File: src/lcas_pkg.sv
// ============================================================================
// lcas_pkg: shared types and constants of the load-cell averaging weigher
// Register map, sequencer states, divider handshake structs and the fixed
// field widths used by the top level and the shared divider.
// ============================================================================
package lcas_pkg;

   // Defaults of the top-level parameters.
   localparam int BLOCK_SAMPLES_DEF = 16;
   localparam int CODE_BITS_DEF     = 24;

   // Fixed field widths.
   localparam int OFS_W      = 24;
   localparam int TARE_W     = 32;
   localparam int SCALE_W    = 32;
   localparam int AVG_OUT_W  = 24;
   localparam int WEIGHT_W   = 32;

   // Register reset values.
   localparam logic [OFS_W-1:0]          ZERO_OFFSET_RST = 24'd8263850;
   localparam logic signed [TARE_W-1:0]  TARE_RST        = 32'sd0;
   localparam logic [SCALE_W-1:0]        SCALE_RST       = 32'd65536;

   // Divisor of the averaged code difference.
   localparam int QUOT_DIV = 100;

   // 1310720 = 2^20 + 2^18 and 20 = 2^4 + 2^2, built from shifts and adds.
   localparam int MUL_SH_HI = 20;
   localparam int MUL_SH_LO = 18;
   localparam int DEN_SH_HI = 4;
   localparam int DEN_SH_LO = 2;

   // Width of the weight denominator (20 * scale).
   localparam int DEN_W = SCALE_W + 5;

   // Default dividend width of the shared divider.
   localparam int DIV_DVD_W_DEF = 56;

   // Saturation limits of the weight.
   localparam logic signed [WEIGHT_W-1:0] WEIGHT_MAX = 32'sh7FFF_FFFF;
   localparam logic signed [WEIGHT_W-1:0] WEIGHT_MIN = 32'sh8000_0000;

   // Register file port.
   localparam int CSR_ADDR_W = 4;
   localparam int CSR_DATA_W = 32;

   typedef enum logic [1:0] {
      REG_ZERO_OFFSET = 2'd0,
      REG_TARE        = 2'd1,
      REG_SCALE       = 2'd2
   } reg_index_type;

   typedef enum logic [3:0] {
      ST_COLLECT,
      ST_AVG,
      ST_DIFF,
      ST_QDIV,
      ST_TARE,
      ST_NUM,
      ST_WSTART,
      ST_WDIV,
      ST_WB
   } state_type;

   typedef struct packed {
      logic start;
   } div_ctrl_type;

   typedef struct packed {
      logic busy;
      logic done;
   } div_stat_type;

endpackage

File: src/load_cell_average_scale_top.sv
// ============================================================================
// load_cell_average_scale_top: block-averaging load-cell weigher
// Sums blocks of converter samples, averages them, removes the zero offset,
// divides by one hundred, removes the tare and divides by the Q16.16 scale
// with a rounding bias of 0.05, giving one saturated weight per block.
// ============================================================================
//
//   Channel  Direction  Handshake             Payload
//   req      in         req_valid/req_stall   req_raw_code
//   rsp      out        rsp_valid/rsp_stall   rsp_weight, rsp_average_code
//   csr      in/out     csr_psel/csr_penable  csr_paddr, csr_pwdata, csr_prdata
//
// A sample that does not close a block is taken in the cycle it arrives, and
// the block keeps taking samples while an earlier weight waits on rsp. The
// sample that closes a block starts the block's work (a 55-bit dividend at
// the default sizes), during which req_stall stays high: a state each for
// the average, the zero offset, the division by one hundred, the tare, the
// numerator and the divider start, the shared bit-per-cycle divider lcas_div
// for the weight, and a state to load the output register. The average and
// the division by one hundred are multiplications by constant reciprocals
// and take one state each.
// Reset is synchronous and active high; it clears the block sum, the sample
// count and the sequencer, and loads the registers with their reset values.
// A finished weight waits in the output register until rsp_stall is low; the
// sequencer holds the next weight back while the previous beat is unaccepted,
// which adds the remaining length of that stall to the block's work.
//
module load_cell_average_scale_top #(
   parameter int BLOCK_SAMPLES = lcas_pkg::BLOCK_SAMPLES_DEF,
   parameter int CODE_BITS     = lcas_pkg::CODE_BITS_DEF
) (
   input  logic                                   clock,
   input  logic                                   reset,
   // Sample channel
   input  logic                                   req_valid,
   output logic                                   req_stall,
   input  logic [CODE_BITS-1:0]                   req_raw_code,
   // Result channel
   output logic                                   rsp_valid,
   input  logic                                   rsp_stall,
   output logic signed [lcas_pkg::WEIGHT_W-1:0]   rsp_weight,
   output logic [lcas_pkg::AVG_OUT_W-1:0]         rsp_average_code,
   // Register port
   input  logic                                   csr_psel,
   input  logic                                   csr_penable,
   input  logic                                   csr_pwrite,
   input  logic [lcas_pkg::CSR_ADDR_W-1:0]        csr_paddr,
   input  logic [lcas_pkg::CSR_DATA_W-1:0]        csr_pwdata,
   output logic [lcas_pkg::CSR_DATA_W-1:0]        csr_prdata,
   output logic                                   csr_pready
);
   import lcas_pkg::*;

   // Sample count and block sum widths follow the block length and code size.
   localparam int CNT_W  = $clog2(BLOCK_SAMPLES);
   localparam int SUM_W  = CODE_BITS + CNT_W;
   // Signed difference of the average and the zero offset.
   localparam int DIFF_W = ((CODE_BITS > OFS_W) ? CODE_BITS : OFS_W) + 1;
   // Signed difference after the tare.
   localparam int T_W    = ((DIFF_W > TARE_W) ? DIFF_W : TARE_W) + 1;
   // Signed weight numerator: t * 1310720 + scale.
   localparam int NUM_W  = T_W + MUL_SH_HI + 2;
   // Shared divider operand widths.
   localparam int DV_W   = NUM_W;
   localparam int DVS_W  = DEN_W;

   // Division by one hundred is a multiplication by the rounded-up
   // reciprocal; the extra shift keeps its error below one step for every
   // magnitude of the difference.
   localparam int QDIV_SH = DIFF_W + $clog2(QUOT_DIV);
   localparam int QREC_W  = DIFF_W + 2;
   localparam logic [QREC_W-1:0] QREC =
      QREC_W'(((64'd1 << QDIV_SH) + 64'(QUOT_DIV - 1)) / 64'(QUOT_DIV));
   // The block average works the same way; a power-of-two block length
   // makes the reciprocal a plain power of two, so it is only a shift.
   localparam int AVG_SH  = SUM_W + CNT_W;
   localparam int AREC_W  = SUM_W + 2;
   localparam logic [AREC_W-1:0] AREC =
      AREC_W'(((64'd1 << AVG_SH) + 64'(BLOCK_SAMPLES - 1)) / 64'(BLOCK_SAMPLES));

   localparam logic [CNT_W-1:0]     CNT_LAST  = CNT_W'(BLOCK_SAMPLES - 1);
   localparam logic [CODE_BITS-1:0] CODE_SIGN = {1'b1, {(CODE_BITS-1){1'b0}}};

   // ------------------------------------------------------------------------
   // Registers
   // ------------------------------------------------------------------------
   state_type                  state_ff, state_in;
   logic [SUM_W-1:0]           sum_ff, sum_in;
   logic [CNT_W-1:0]           count_ff, count_in;
   logic [SUM_W-1:0]           blk_ff, blk_in;
   logic [CODE_BITS-1:0]       avg_ff, avg_in;
   logic                       neg_ff, neg_in;
   logic [DIFF_W-1:0]          dmag_ff, dmag_in;
   logic signed [DIFF_W-1:0]   q_ff, q_in;
   logic signed [T_W-1:0]      t_ff, t_in;
   logic signed [NUM_W-1:0]    num_ff, num_in;
   logic signed [WEIGHT_W-1:0] wt_ff, wt_in;

   logic                       rsp_valid_ff;
   logic signed [WEIGHT_W-1:0] rsp_weight_ff;
   logic [AVG_OUT_W-1:0]       rsp_avg_ff;

   logic [OFS_W-1:0]           zero_offset_ff;
   logic signed [TARE_W-1:0]   tare_ff;
   logic [SCALE_W-1:0]         scale_ff;

   // ------------------------------------------------------------------------
   // Shared divider
   // ------------------------------------------------------------------------
   div_ctrl_type               div_ctrl;
   div_stat_type               div_stat;
   logic [DV_W-1:0]            div_dividend;
   logic [DVS_W-1:0]           div_divisor;
   logic [DV_W-1:0]            div_quot;

   lcas_div #(
      .DVD_W (DV_W),
      .DVS_W (DVS_W)
   ) u_div (
      .clock    (clock),
      .reset    (reset),
      .ctrl     (div_ctrl),
      .dividend (div_dividend),
      .divisor  (div_divisor),
      .stat     (div_stat),
      .quotient (div_quot)
   );

   // ------------------------------------------------------------------------
   // Datapath helpers
   // ------------------------------------------------------------------------
   logic [CODE_BITS-1:0]       code;
   logic [SUM_W-1:0]           sum_next;
   logic [SUM_W+AREC_W-1:0]    avg_prod;
   logic [CODE_BITS-1:0]       avg_calc;
   logic signed [DIFF_W-1:0]   diff;
   logic [DIFF_W-1:0]          diff_mag;
   logic [DIFF_W+QREC_W-1:0]   q_prod;
   logic [DIFF_W-1:0]          q_mag;
   logic [SCALE_W-1:0]         sc_eff;
   logic signed [NUM_W-1:0]    num_t;
   logic signed [NUM_W-1:0]    num_calc;
   logic [NUM_W-1:0]           num_mag;
   logic [DVS_W-1:0]           den;
   logic                       pos_ovf;
   logic                       neg_ovf;
   logic [AVG_OUT_W-1:0]       avg_out;
   logic [CODE_BITS+AVG_OUT_W-1:0] avg_wide;
   logic                       rsp_load;

   // Flipping the top bit turns the two's complement sample into offset binary.
   assign code     = req_raw_code ^ CODE_SIGN;
   assign sum_next = sum_ff + SUM_W'(code);

   assign avg_prod = blk_ff * AREC;
   assign avg_calc = CODE_BITS'(avg_prod >> AVG_SH);

   assign diff     = signed'(DIFF_W'(avg_ff)) - signed'(DIFF_W'(zero_offset_ff));
   assign diff_mag = diff[DIFF_W-1] ? DIFF_W'(-diff) : DIFF_W'(diff);
   assign q_prod   = dmag_ff * QREC;
   assign q_mag    = DIFF_W'(q_prod >> QDIV_SH);

   // A zero scale behaves as the smallest nonzero scale.
   assign sc_eff   = (scale_ff == '0) ? SCALE_W'(1) : scale_ff;
   assign num_t    = NUM_W'(t_ff);
   assign num_calc = (num_t <<< MUL_SH_HI) + (num_t <<< MUL_SH_LO)
                   + signed'(NUM_W'(sc_eff));
   assign num_mag  = num_ff[NUM_W-1] ? NUM_W'(-num_ff) : NUM_W'(num_ff);
   assign den      = (DVS_W'(sc_eff) << DEN_SH_HI) + (DVS_W'(sc_eff) << DEN_SH_LO);

   // Quotient magnitude beyond the signed 32-bit range saturates.
   assign pos_ovf  = (div_quot[DV_W-1:WEIGHT_W-1] != '0);
   assign neg_ovf  = (div_quot[DV_W-1:WEIGHT_W] != '0)
                   || (div_quot[WEIGHT_W-1] && (div_quot[WEIGHT_W-2:0] != '0));

   assign avg_wide = {{AVG_OUT_W{1'b0}}, avg_ff};
   assign avg_out  = avg_wide[AVG_OUT_W-1:0];

   // ------------------------------------------------------------------------
   // Sequencer
   // ------------------------------------------------------------------------
   always_ff @(posedge clock) begin
      if (reset) begin
         state_ff <= ST_COLLECT;
         sum_ff   <= '0;
         count_ff <= '0;
      end else begin
         state_ff <= state_in;
         sum_ff   <= sum_in;
         count_ff <= count_in;
      end
   end

   always_ff @(posedge clock) begin
      blk_ff  <= blk_in;
      avg_ff  <= avg_in;
      neg_ff  <= neg_in;
      dmag_ff <= dmag_in;
      q_ff    <= q_in;
      t_ff    <= t_in;
      num_ff  <= num_in;
      wt_ff   <= wt_in;
   end

   always_comb begin
      state_in      = state_ff;
      sum_in        = sum_ff;
      count_in      = count_ff;
      blk_in        = blk_ff;
      avg_in        = avg_ff;
      neg_in        = neg_ff;
      dmag_in       = dmag_ff;
      q_in          = q_ff;
      t_in          = t_ff;
      num_in        = num_ff;
      wt_in         = wt_ff;
      div_ctrl      = '0;
      div_dividend  = '0;
      div_divisor   = '0;
      rsp_load      = 1'b0;

      unique case (state_ff)
         ST_COLLECT: begin
            // req_stall is low here, so a valid sample is taken this cycle.
            if (req_valid) begin
               if (count_ff == CNT_LAST) begin
                  sum_in   = '0;
                  count_in = '0;
                  blk_in   = sum_next;
                  state_in = ST_AVG;
               end else begin
                  sum_in   = sum_next;
                  count_in = count_ff + 1'b1;
               end
            end
         end
         ST_AVG: begin
            avg_in   = avg_calc;
            state_in = ST_DIFF;
         end
         ST_DIFF: begin
            // Divide the magnitude and restore the sign: truncation to zero.
            neg_in   = diff[DIFF_W-1];
            dmag_in  = diff_mag;
            state_in = ST_QDIV;
         end
         ST_QDIV: begin
            q_in     = neg_ff ? -signed'(q_mag) : signed'(q_mag);
            state_in = ST_TARE;
         end
         ST_TARE: begin
            t_in     = T_W'(q_ff) - T_W'(tare_ff);
            state_in = ST_NUM;
         end
         ST_NUM: begin
            num_in   = num_calc;
            state_in = ST_WSTART;
         end
         ST_WSTART: begin
            neg_in         = num_ff[NUM_W-1];
            div_ctrl.start = 1'b1;
            div_dividend   = DV_W'(num_mag);
            div_divisor    = den;
            state_in       = ST_WDIV;
         end
         ST_WDIV: begin
            if (div_stat.done) begin
               if (neg_ff) begin
                  wt_in = neg_ovf ? WEIGHT_MIN : -signed'(div_quot[WEIGHT_W-1:0]);
               end else begin
                  wt_in = pos_ovf ? WEIGHT_MAX : signed'(div_quot[WEIGHT_W-1:0]);
               end
               state_in = ST_WB;
            end
         end
         ST_WB: begin
            if (!rsp_valid_ff || !rsp_stall) begin
               rsp_load = 1'b1;
               state_in = ST_COLLECT;
            end
         end
         default: begin
            state_in = ST_COLLECT;
         end
      endcase
   end

   assign req_stall = (state_ff != ST_COLLECT);

   // ------------------------------------------------------------------------
   // Output register
   // ------------------------------------------------------------------------
   always_ff @(posedge clock) begin
      if (reset) begin
         rsp_valid_ff <= 1'b0;
      end else if (rsp_load) begin
         rsp_valid_ff <= 1'b1;
      end else if (!rsp_stall) begin
         rsp_valid_ff <= 1'b0;
      end
   end

   always_ff @(posedge clock) begin
      if (rsp_load) begin
         rsp_weight_ff <= wt_ff;
         rsp_avg_ff    <= avg_out;
      end
   end

   assign rsp_valid        = rsp_valid_ff;
   assign rsp_weight       = rsp_weight_ff;
   assign rsp_average_code = rsp_avg_ff;

   // ------------------------------------------------------------------------
   // Register port: index in address bits [3:2], low byte bits ignored.
   // ------------------------------------------------------------------------
   logic          csr_wr;
   reg_index_type csr_idx;

   assign csr_pready = 1'b1;
   assign csr_wr     = csr_psel && csr_penable && csr_pwrite && csr_pready;
   assign csr_idx    = reg_index_type'(csr_paddr[3:2]);

   always_ff @(posedge clock) begin
      if (reset) begin
         zero_offset_ff <= ZERO_OFFSET_RST;
         tare_ff        <= TARE_RST;
         scale_ff       <= SCALE_RST;
      end else if (csr_wr) begin
         unique case (csr_idx)
            REG_ZERO_OFFSET: zero_offset_ff <= csr_pwdata[OFS_W-1:0];
            REG_TARE:        tare_ff        <= signed'(csr_pwdata[TARE_W-1:0]);
            REG_SCALE:       scale_ff       <= csr_pwdata[SCALE_W-1:0];
            default: begin
            end
         endcase
      end
   end

   always_comb begin
      unique case (csr_idx)
         REG_ZERO_OFFSET: csr_prdata = CSR_DATA_W'(zero_offset_ff);
         REG_TARE:        csr_prdata = CSR_DATA_W'(unsigned'(tare_ff));
         REG_SCALE:       csr_prdata = CSR_DATA_W'(scale_ff);
         default:         csr_prdata = '0;
      endcase
   end

`ifndef NO_ASSERTIONS
   a_div_free: assert property (@(posedge clock) disable iff (reset)
      div_ctrl.start |-> !div_stat.busy)
      else $error("divider started while still busy");

   a_empty_block: assert property (@(posedge clock) disable iff (reset)
      (count_ff == '0) |-> (sum_ff == '0))
      else $error("block sum not clear at the start of a block");

   a_hold_result: assert property (@(posedge clock) disable iff (reset)
      (state_ff == ST_WB && rsp_valid_ff && rsp_stall) |=> (state_ff == ST_WB))
      else $error("new weight loaded over an unaccepted beat");

   a_done_waited: assert property (@(posedge clock) disable iff (reset)
      div_stat.done |-> (state_ff == ST_WDIV))
      else $error("divider finished while the sequencer was not waiting");
`endif

endmodule

File: src/lcas_div.sv
// ============================================================================
// lcas_div: shared restoring divider
// Unsigned divider that resolves one quotient bit per cycle. Operands are
// captured on start; done pulses for one cycle with the quotient valid.
// ============================================================================
module lcas_div #(
   parameter int DVD_W = lcas_pkg::DIV_DVD_W_DEF,
   parameter int DVS_W = lcas_pkg::DEN_W
) (
   input  logic                      clock,
   input  logic                      reset,
   input  lcas_pkg::div_ctrl_type    ctrl,
   input  logic [DVD_W-1:0]          dividend,
   input  logic [DVS_W-1:0]          divisor,
   output lcas_pkg::div_stat_type    stat,
   output logic [DVD_W-1:0]          quotient
);
   import lcas_pkg::*;

   localparam int CNT_W = $clog2(DVD_W);
   localparam logic [CNT_W-1:0] CNT_LAST = CNT_W'(DVD_W - 1);

   logic              busy_ff;
   logic              done_ff;
   logic [CNT_W-1:0]  cnt_ff;
   logic [DVD_W-1:0]  acc_ff;
   logic [DVS_W-1:0]  rem_ff;
   logic [DVS_W-1:0]  dvs_ff;

   logic [DVS_W:0]    shifted;
   logic              ge;
   logic [DVS_W:0]    sub;

   // The dividend shifts out of the top of acc_ff while quotient bits enter
   // at the bottom.
   assign shifted = {rem_ff, acc_ff[DVD_W-1]};
   assign ge      = (shifted >= {1'b0, dvs_ff});
   assign sub     = shifted - {1'b0, dvs_ff};

   always_ff @(posedge clock) begin
      if (reset) begin
         busy_ff <= 1'b0;
         done_ff <= 1'b0;
         cnt_ff  <= '0;
      end else begin
         done_ff <= 1'b0;
         if (ctrl.start) begin
            busy_ff <= 1'b1;
            cnt_ff  <= CNT_LAST;
         end else if (busy_ff) begin
            if (cnt_ff == '0) begin
               busy_ff <= 1'b0;
               done_ff <= 1'b1;
            end else begin
               cnt_ff <= cnt_ff - 1'b1;
            end
         end
      end
   end

   always_ff @(posedge clock) begin
      if (ctrl.start) begin
         acc_ff <= dividend;
         rem_ff <= '0;
         dvs_ff <= divisor;
      end else if (busy_ff) begin
         acc_ff <= {acc_ff[DVD_W-2:0], ge};
         rem_ff <= ge ? sub[DVS_W-1:0] : shifted[DVS_W-1:0];
      end
   end

   assign stat.busy = busy_ff;
   assign stat.done = done_ff;
   assign quotient  = acc_ff;

`ifndef NO_ASSERTIONS
   a_done_idle: assert property (@(posedge clock) disable iff (reset)
      done_ff |-> !busy_ff)
      else $error("divider reports done while still busy");

   a_last_step: assert property (@(posedge clock) disable iff (reset)
      (busy_ff && !ctrl.start && cnt_ff == '0) |=> done_ff)
      else $error("divider missed done after its last step");

   a_start_busy: assert property (@(posedge clock) disable iff (reset)
      ctrl.start |=> busy_ff)
      else $error("divider did not go busy after start");
`endif

endmodule
File: config.mk
export PLATFORM = sky130hd
export DESIGN_NAME = load_cell_average_scale_top
export DESIGN_NICKNAME = d
export VERILOG_FILES = /design/src/lcas_pkg.sv /design/src/load_cell_average_scale_top.sv /design/src/lcas_div.sv
export SDC_FILE = /design/constraint.sdc
export NUM_CORES = 2
export LEC_CHECK = 0
export ABC_AREA = 1
export BUFFER_PORTS_ARGS = -buffer_cell sky130_fd_sc_hd__buf_2
export CAP_MARGIN = 20
export CORE_MARGIN = 2
export CORE_UTILIZATION = 55
export DETAILED_ROUTE_END_ITERATION = 7
export PLACE_DENSITY = 0.8
export REMOVE_ABC_BUFFERS = 1
export SLEW_MARGIN = 20
export SYNTH_ARGS = -nofsm -noshare
export SYNTH_HDL_FRONTEND = slang
export SYNTH_SLANG_ARGS = --single-unit
File: constraint.sdc
create_clock -name clock -period 8.05 [get_ports clock]
set_input_delay 0.805 -clock clock [delete_from_list [all_inputs] [get_ports clock]]
set_output_delay 0.805 -clock clock [all_outputs]
set_load 0.02 [all_outputs]
Word level (Yosys, flattened, before mapping) --
Index checks and enable logic that the tools add are counted. Widths: inputs -> output; s select.
Operators by class: add/subtract/negate cells 13, multiply operators 1, div/mod/pow operators 0, order comparisons 1, equality and inequality tests 17, shift operators 0, muxes and demuxes 32, bitwise logic cells 3, reductions and logical operators 28
Operators by type and width (count):
- $mux 55 | 4
- $mux 32 | 4
- $pmux 32 s3 | 1
- $add 54x33->55 | 1
- $neg 55->55 | 1
- $add 53x51->54 | 1
- $mul 25x26->51 const B | 1
- $ge 38x37->1 | 1
- $add 36x34->37 | 1
- $mux 37 | 1
- $sub 37x37->37 | 1
- $pmux 4 s9 | 1
- $sub 25x32->33 | 1
- $logic_not 32->1 | 1
- $neg 32->32 | 1
- $reduce_bool 31->1 | 1
- $add 28x24->28 | 1
- $mux 28 | 1
- $neg 19->25 | 1
- $neg 25->25 | 1
- $sub 24x24->25 | 1
- $mux 24 | 1
- $reduce_bool 24->1 | 1
- $reduce_bool 23->1 | 1
- other kinds (29) | 65
Storage, ports and cells: register bits after elaboration 541, latch bits 0, memory bits (writable) 0, bits in read-only memories 0, bits of input ports 67, output and inout bits 91, logic and storage cells 121, memories 0

Depth between registers and ports, before layout --
depth after elaboration 5, depth in mapped cells 38, gate-level depth less buffers 38

Modules after synthesis --
From an unflattened synthesis, not the netlist that was laid out.
Second synthesis, totals: cell total of the unflattened synthesis 5924, area, all modules 46238.1 sq um
Modules (own cells, without submodules):
- load_cell_average_scale_top | instances 1, cells each 4720, area an instance 37602.3 sq um, sequential area each 10760.3 sq um
- lcas_div | instances 1, cells each 1204, area an instance 8635.8 sq um, sequential area each 3663.5 sq um

Least setup slack after synthesis --
OpenSTA, ideal clock, no wires.
kind register to register, start register dmag_ff[8], end register q_ff[18], data pin, library setup time 0.249 ns, data arrival time 6.572 ns, data required time 7.801 ns, slack 1.229 ns, stages on the path, launching flop included 37, buffers on the path 0, clock period less this slack 6.821 ns, cells stage by stage edfxtp_1 inv_1 fa_1 inv_1 fa_1 inv_1 fa_1 inv_1 fa_1 fa_1 fa_1 inv_1 fa_1 inv_1 ha_1 nand2_1 inv_1 nand2_1 inv_1 nand2_1 inv_1 nand2_1 nand2_1 inv_1 nand2_1 or2_1 nand2_1 ha_1 inv_1 nor2_1 nand2_1 nor2_1 nand3_1 nand2_1 nand3_1 nand2_1 inv_1
On the way: word-level cells in the longest chain between the ends 3
Ends and longest elaborated chain:
- start: declaration | RTL line load_cell_average_scale_top.sv:93 | logic [DIFF_W-1:0] dmag_ff, dmag_in;
- start signal: assignment | RTL line load_cell_average_scale_top.sv:198 | dmag_ff <= dmag_in;
- $mul 25x26->51 * | RTL line load_cell_average_scale_top.sv:160 | assign q_prod = dmag_ff * QREC;
- $neg 19->25 | RTL line load_cell_average_scale_top.sv:248 | q_in = neg_ff ? -signed'(q_mag) : signed'(q_mag);
- $mux 19 * | RTL line load_cell_average_scale_top.sv:248
- end signal: assignment | RTL line load_cell_average_scale_top.sv:199 | q_ff <= q_in;
- end: declaration | RTL line load_cell_average_scale_top.sv:94 | logic signed [DIFF_W-1:0] q_ff, q_in;
Every way passes the cells marked *; elsewhere a longest branch is shown, timed or not. A chain may end at the register's enable or synchronous reset.

Worst setup path in the final report --
start register dmag_ff[7], end register q_ff[23], data pin
On the way: word-level cells in the longest chain between the ends 2
Ends and longest elaborated chain (RTL line):
- $mul 25x26->51 | load_cell_average_scale_top.sv:160
- $neg 19->25 | load_cell_average_scale_top.sv:248
Every way passes these cells.

==> metrics.md <==
| Metric | Value |
|---|---|
| Status | `complete, no violations` |
| Placer Congestion | `a little over 1` |
| Min cycle time layout | `7440 ps` |
| Final wirelength | `130000 um` |
| Adder-Cell Fraction of Synth Area | `23.6%` |
| P&R area growth vs syn | `8.83%` |
| Total of max-cap violations | `0` |
| Synth cell types | `63` |
| Main synth FF type | `edfxtp_1` |
| Max FO, Critical Path | `8` |
| Post-synthesis xor/xnor area fraction | `4.12%` |
| CTS tree | `yes` |
| Largest family of logic cells by synthesized area | `adder cells` |
| Slowest Stage Delay on Critical Path | `between 600 and 700 ps` |
| Core box area | `between 0.08 and 0.09 mm2` |
| R2R setup slack | `a little over 600 ps` |
| Setup TNS | `0 ps` |
| Crit-path most repeated cell | `nand2_1` |
| Critical Path Slowest Stage Cell | `edfxtp_1` |
| Slew @ Worst Pin | `between 1000 and 1500 ps` |
| Die Ht | `roughly 290 um` |
| CP endpoint kind | `register` |
| Reg2reg path depth | `31` |
| Vias in the first global route | `between 30000 and 40000` |
| Worst Path Arrival | `7840 ps` |
| Crit path kind | `register to register` |
| Cts repair resizes | `0` |
| FFs w/ async S/R, synth | `0%` |
| TritonCTS Buffers | `59` |
| Mux contribution to synthesized area | `0%` |
| Yosys warning count | `0` |
| Fill cells | `7165` |
| Fin nets | `between 6000 and 7000` |
| Post-route ant nets | `0` |
| Worst-skew pair later-pin latency | `650 ps` |
| Critical Path RT | `8450 ps` |
| Tot GR Track Use | `a little under a third` |
| Die width | `between 200 and 300 um` |
| Initial DRC count | `between 3000 and 4000` |
| DR WL/cell | `approximately 19 um` |
| Simple-gate share of the synthesized area | `a little under a fifth` |
| Final setup vio count | `0` |
| Slew margin rel. | `31.8%` |
| Clk buf depth | `3` |
| Port buffer count | `around 150` |
| EDFF count, synth | `around 370` |
| CTS clk-pin slew, worst paths | `roughly 60 ps` |
| Critical R2R Capture | `q_ff[23]$_SDFFCE_PN0P_` |
| Hold_buf cts | `0` |
| Sequential fraction of the synthesis area | `around 32%` |
| R2R Path Start | `dmag_ff[7]$_DFFE_PP_` |
| FP Rows | `around 100` |
| IO Count | `158` |
| Clock Skews | `around 37 ps` |
| Flop and latch count out of synthesis | `535` |
| Final slew viol count | `0` |
| Hold Fails Final Rpt | `0` |
| Mapped Area | `0.0447 mm2` |
| Min-delay worst type | `primary input to register` |
| Vias | `~38000` |
| Share of layout cells above drive strength 1 | `5.92%` |
| DR pass1 iterations | `7` |
| CTS HTree Levels | `2` |
| Unrepaired setup endpoints after global routing | `no` |
| Min-Delay Path Depth | `3` |
| Synth Area in Compound Gates | `11.7%` |
| Antenna violations before repair | `9` |
| CTS Sinks | `535` |
| Commonest cells after routing, fill and taps aside | `nand2_1, inv_1, ha_1, nor2_1, a21oi_1` |
| Largest net degree at the start of global routing | `96` |
| Initial Util | `between 50% and 60%` |
| Setup crit start kind | `register` |
| Most common cell after layout, fill and taps aside | `nand2_1` |
| Critical path buffers and inverters | `9` |
| Hold_sp | `csr_pwdata[21]` |
| Hold Path End | `zero_offset_ff[21]$_SDFFE_PP1P_` |
| Cell count after synthesis | `between 5000 and 6000` |
| Mean Syn Cell Area | `around 8 um2` |
| Vias per std cell | `~5.5` |
| Post-route DRC | `0` |
| Full die area | `around 0.084 mm2` |
| GRT overflow | `0` |
| First-pass GRT wire length | `~200000 um` |
| DP HPWL | `roughly 110000 um` |
| Clock Tree Root | `clkbuf_16` |
| Top delay family on crit path | `adder cells` |
| Setup Buffers After CTS | `0` |
| Tcrit/Tclk final | `between 90 and 100%` |
| Highest achievable clock rate | `between 0.1 and 0.15 GHz` |
[area by class of cell]
class | count | area, um2 | area share, %
multi-input combinational | 3902 | 26200 | 53.8
sequential | 535 | 14400 | 29.5
inverter | 988 | 3710 | 7.63
clock buffer | 70 | 1550 | 3.19
tap | 1060 | 1330 | 2.73
timing repair buffer | 185 | 1000 | 2.06
clock inverter | 42 | 492 | 1.01
antenna | 6 | 15.0 | 0.0309
[worst max path at each step]
stage / start / to / slack, ps / depth (start not counted)
6_report: dmag_ff[7]$_DFFE_PP_ / q_ff[23]$_SDFFCE_PN0P_ / 610 / 31
5_1_grt: dmag_ff[7]$_DFFE_PP_ / q_ff[23]$_SDFFCE_PN0P_ / 90 / 29
4_1_cts: dmag_ff[7]$_DFFE_PP_ / q_ff[23]$_SDFFCE_PN0P_ / 640 / 31
3_5_place_dp: dmag_ff[7]$_DFFE_PP_ / q_ff[23]$_SDFFCE_PN0P_ / 650 / 31
3_3_place_gp: dmag_ff[7]$_DFFE_PP_ / q_ff[18]$_DFFE_PP_ / 700 / 35
2_1_floorplan: state_ff[3]$_SDFFE_PP0P_ / u_div.quotient[0]$_DFFE_PP_ / 1060 / 5
[cell families after synthesis]
group / count (synthesis)
xor+xnor: 210
buf+inv: 1113
other cells: 1
simple gates: 2050
flops: 535
fa+ha+maj: 701
compound gates: 940
[worst reg2reg max path: cells and delay by family (launching register included)]
family / cells / cell delay (ps)
flops: 1 / 650
simple gates: 14 / 1890
buf+inv: 9 / 700
fa+ha+maj: 8 / 3990
[Yosys cell counts (all sizes together), types with 8 or more instances]
| library cell | n | share of area, % |
|---|---|---|
| nand2 | 1148 | 9.7 |
| inv | 985 | 8.3 |
| nor2 | 480 | 4.1 |
| ha | 468 | 13 |
| a21oi | 383 | 4.3 |
| edfxtp | 365 | 25 |
| o21ai | 362 | 4.1 |
| fa | 233 | 10 |
| nand3 | 204 | 2.3 |
| dfxtp | 170 | 7.6 |
| xor2 | 139 | 2.7 |
| clkbuf | 106 | 0.89 |
| xnor2 | 71 | 1.4 |
| nor3 | 69 | 0.81 |
| nand4 | 64 | 0.90 |
| o211ai | 43 | 0.72 |
| nor4 | 39 | 0.58 |
| a31oi | 26 | 0.36 |
| o221ai | 24 | 0.47 |
| buf | 19 | 0.22 |
| o21bai | 19 | 0.32 |
| a21o | 18 | 0.30 |
| nand3b | 18 | 0.30 |
| o21a | 17 | 0.29 |
| or2 | 16 | 0.22 |
| o22ai | 12 | 0.17 |
| a21boi | 10 | 0.17 |
| o31ai | 8 | 0.15 |
[metal layers]
metal,global-route usage (%),wire length [um],vias to the layer above
li1,-,-,18400
met1,41.4,55200,17700
met2,50.8,59600,1281
met3,5.71,9960,260
met4,11.1,5220,6
met5,0,33,-
[sequential cells by signal (all words and copies together), names as in the netlist, 4 cells and up]
| name | flops |
|---|---|
| zero_offset_ff | 24 |
| scale_ff | 32 |
| blk_ff | 24 |
| state_ff | 4 |
| dmag_ff | 25 |
| rsp_weight | 32 |
| u_div.dvs_ff | 35 |
| avg_ff | 24 |
| u_div.quotient | 55 |
| t_ff | 33 |
| count_ff | 4 |
| sum_ff | 28 |
| u_div.rem_ff | 37 |
| tare_ff | 32 |
| rsp_average_code | 24 |
| num_ff | 55 |
| wt_ff | 32 |
| q_ff | 25 |
| u_div.cnt_ff | 6 |
[per-stage QoR]
stage | area, um2 | hold WS [ps] | std cells | setup WS [ps] | utilization, %
floorplan | 44200 | 400 | 5425 | 1060 | -
global placement | 46600 | 401 | 6670 | 697 | 57.9
detailed placement | 46600 | 405 | 6670 | 652 | 57.9
CTS | 48600 | 379 | 6782 | 639 | 60.4
global route | 48600 | 409 | 6785 | 94.7 | 60.4
finish | 48600 | 416 | 6788 | 608 | 60.5
Power is left out: the tool's default activity adds up to more than one toggle a clock period on the data nets, which glitch-free logic cannot reach.
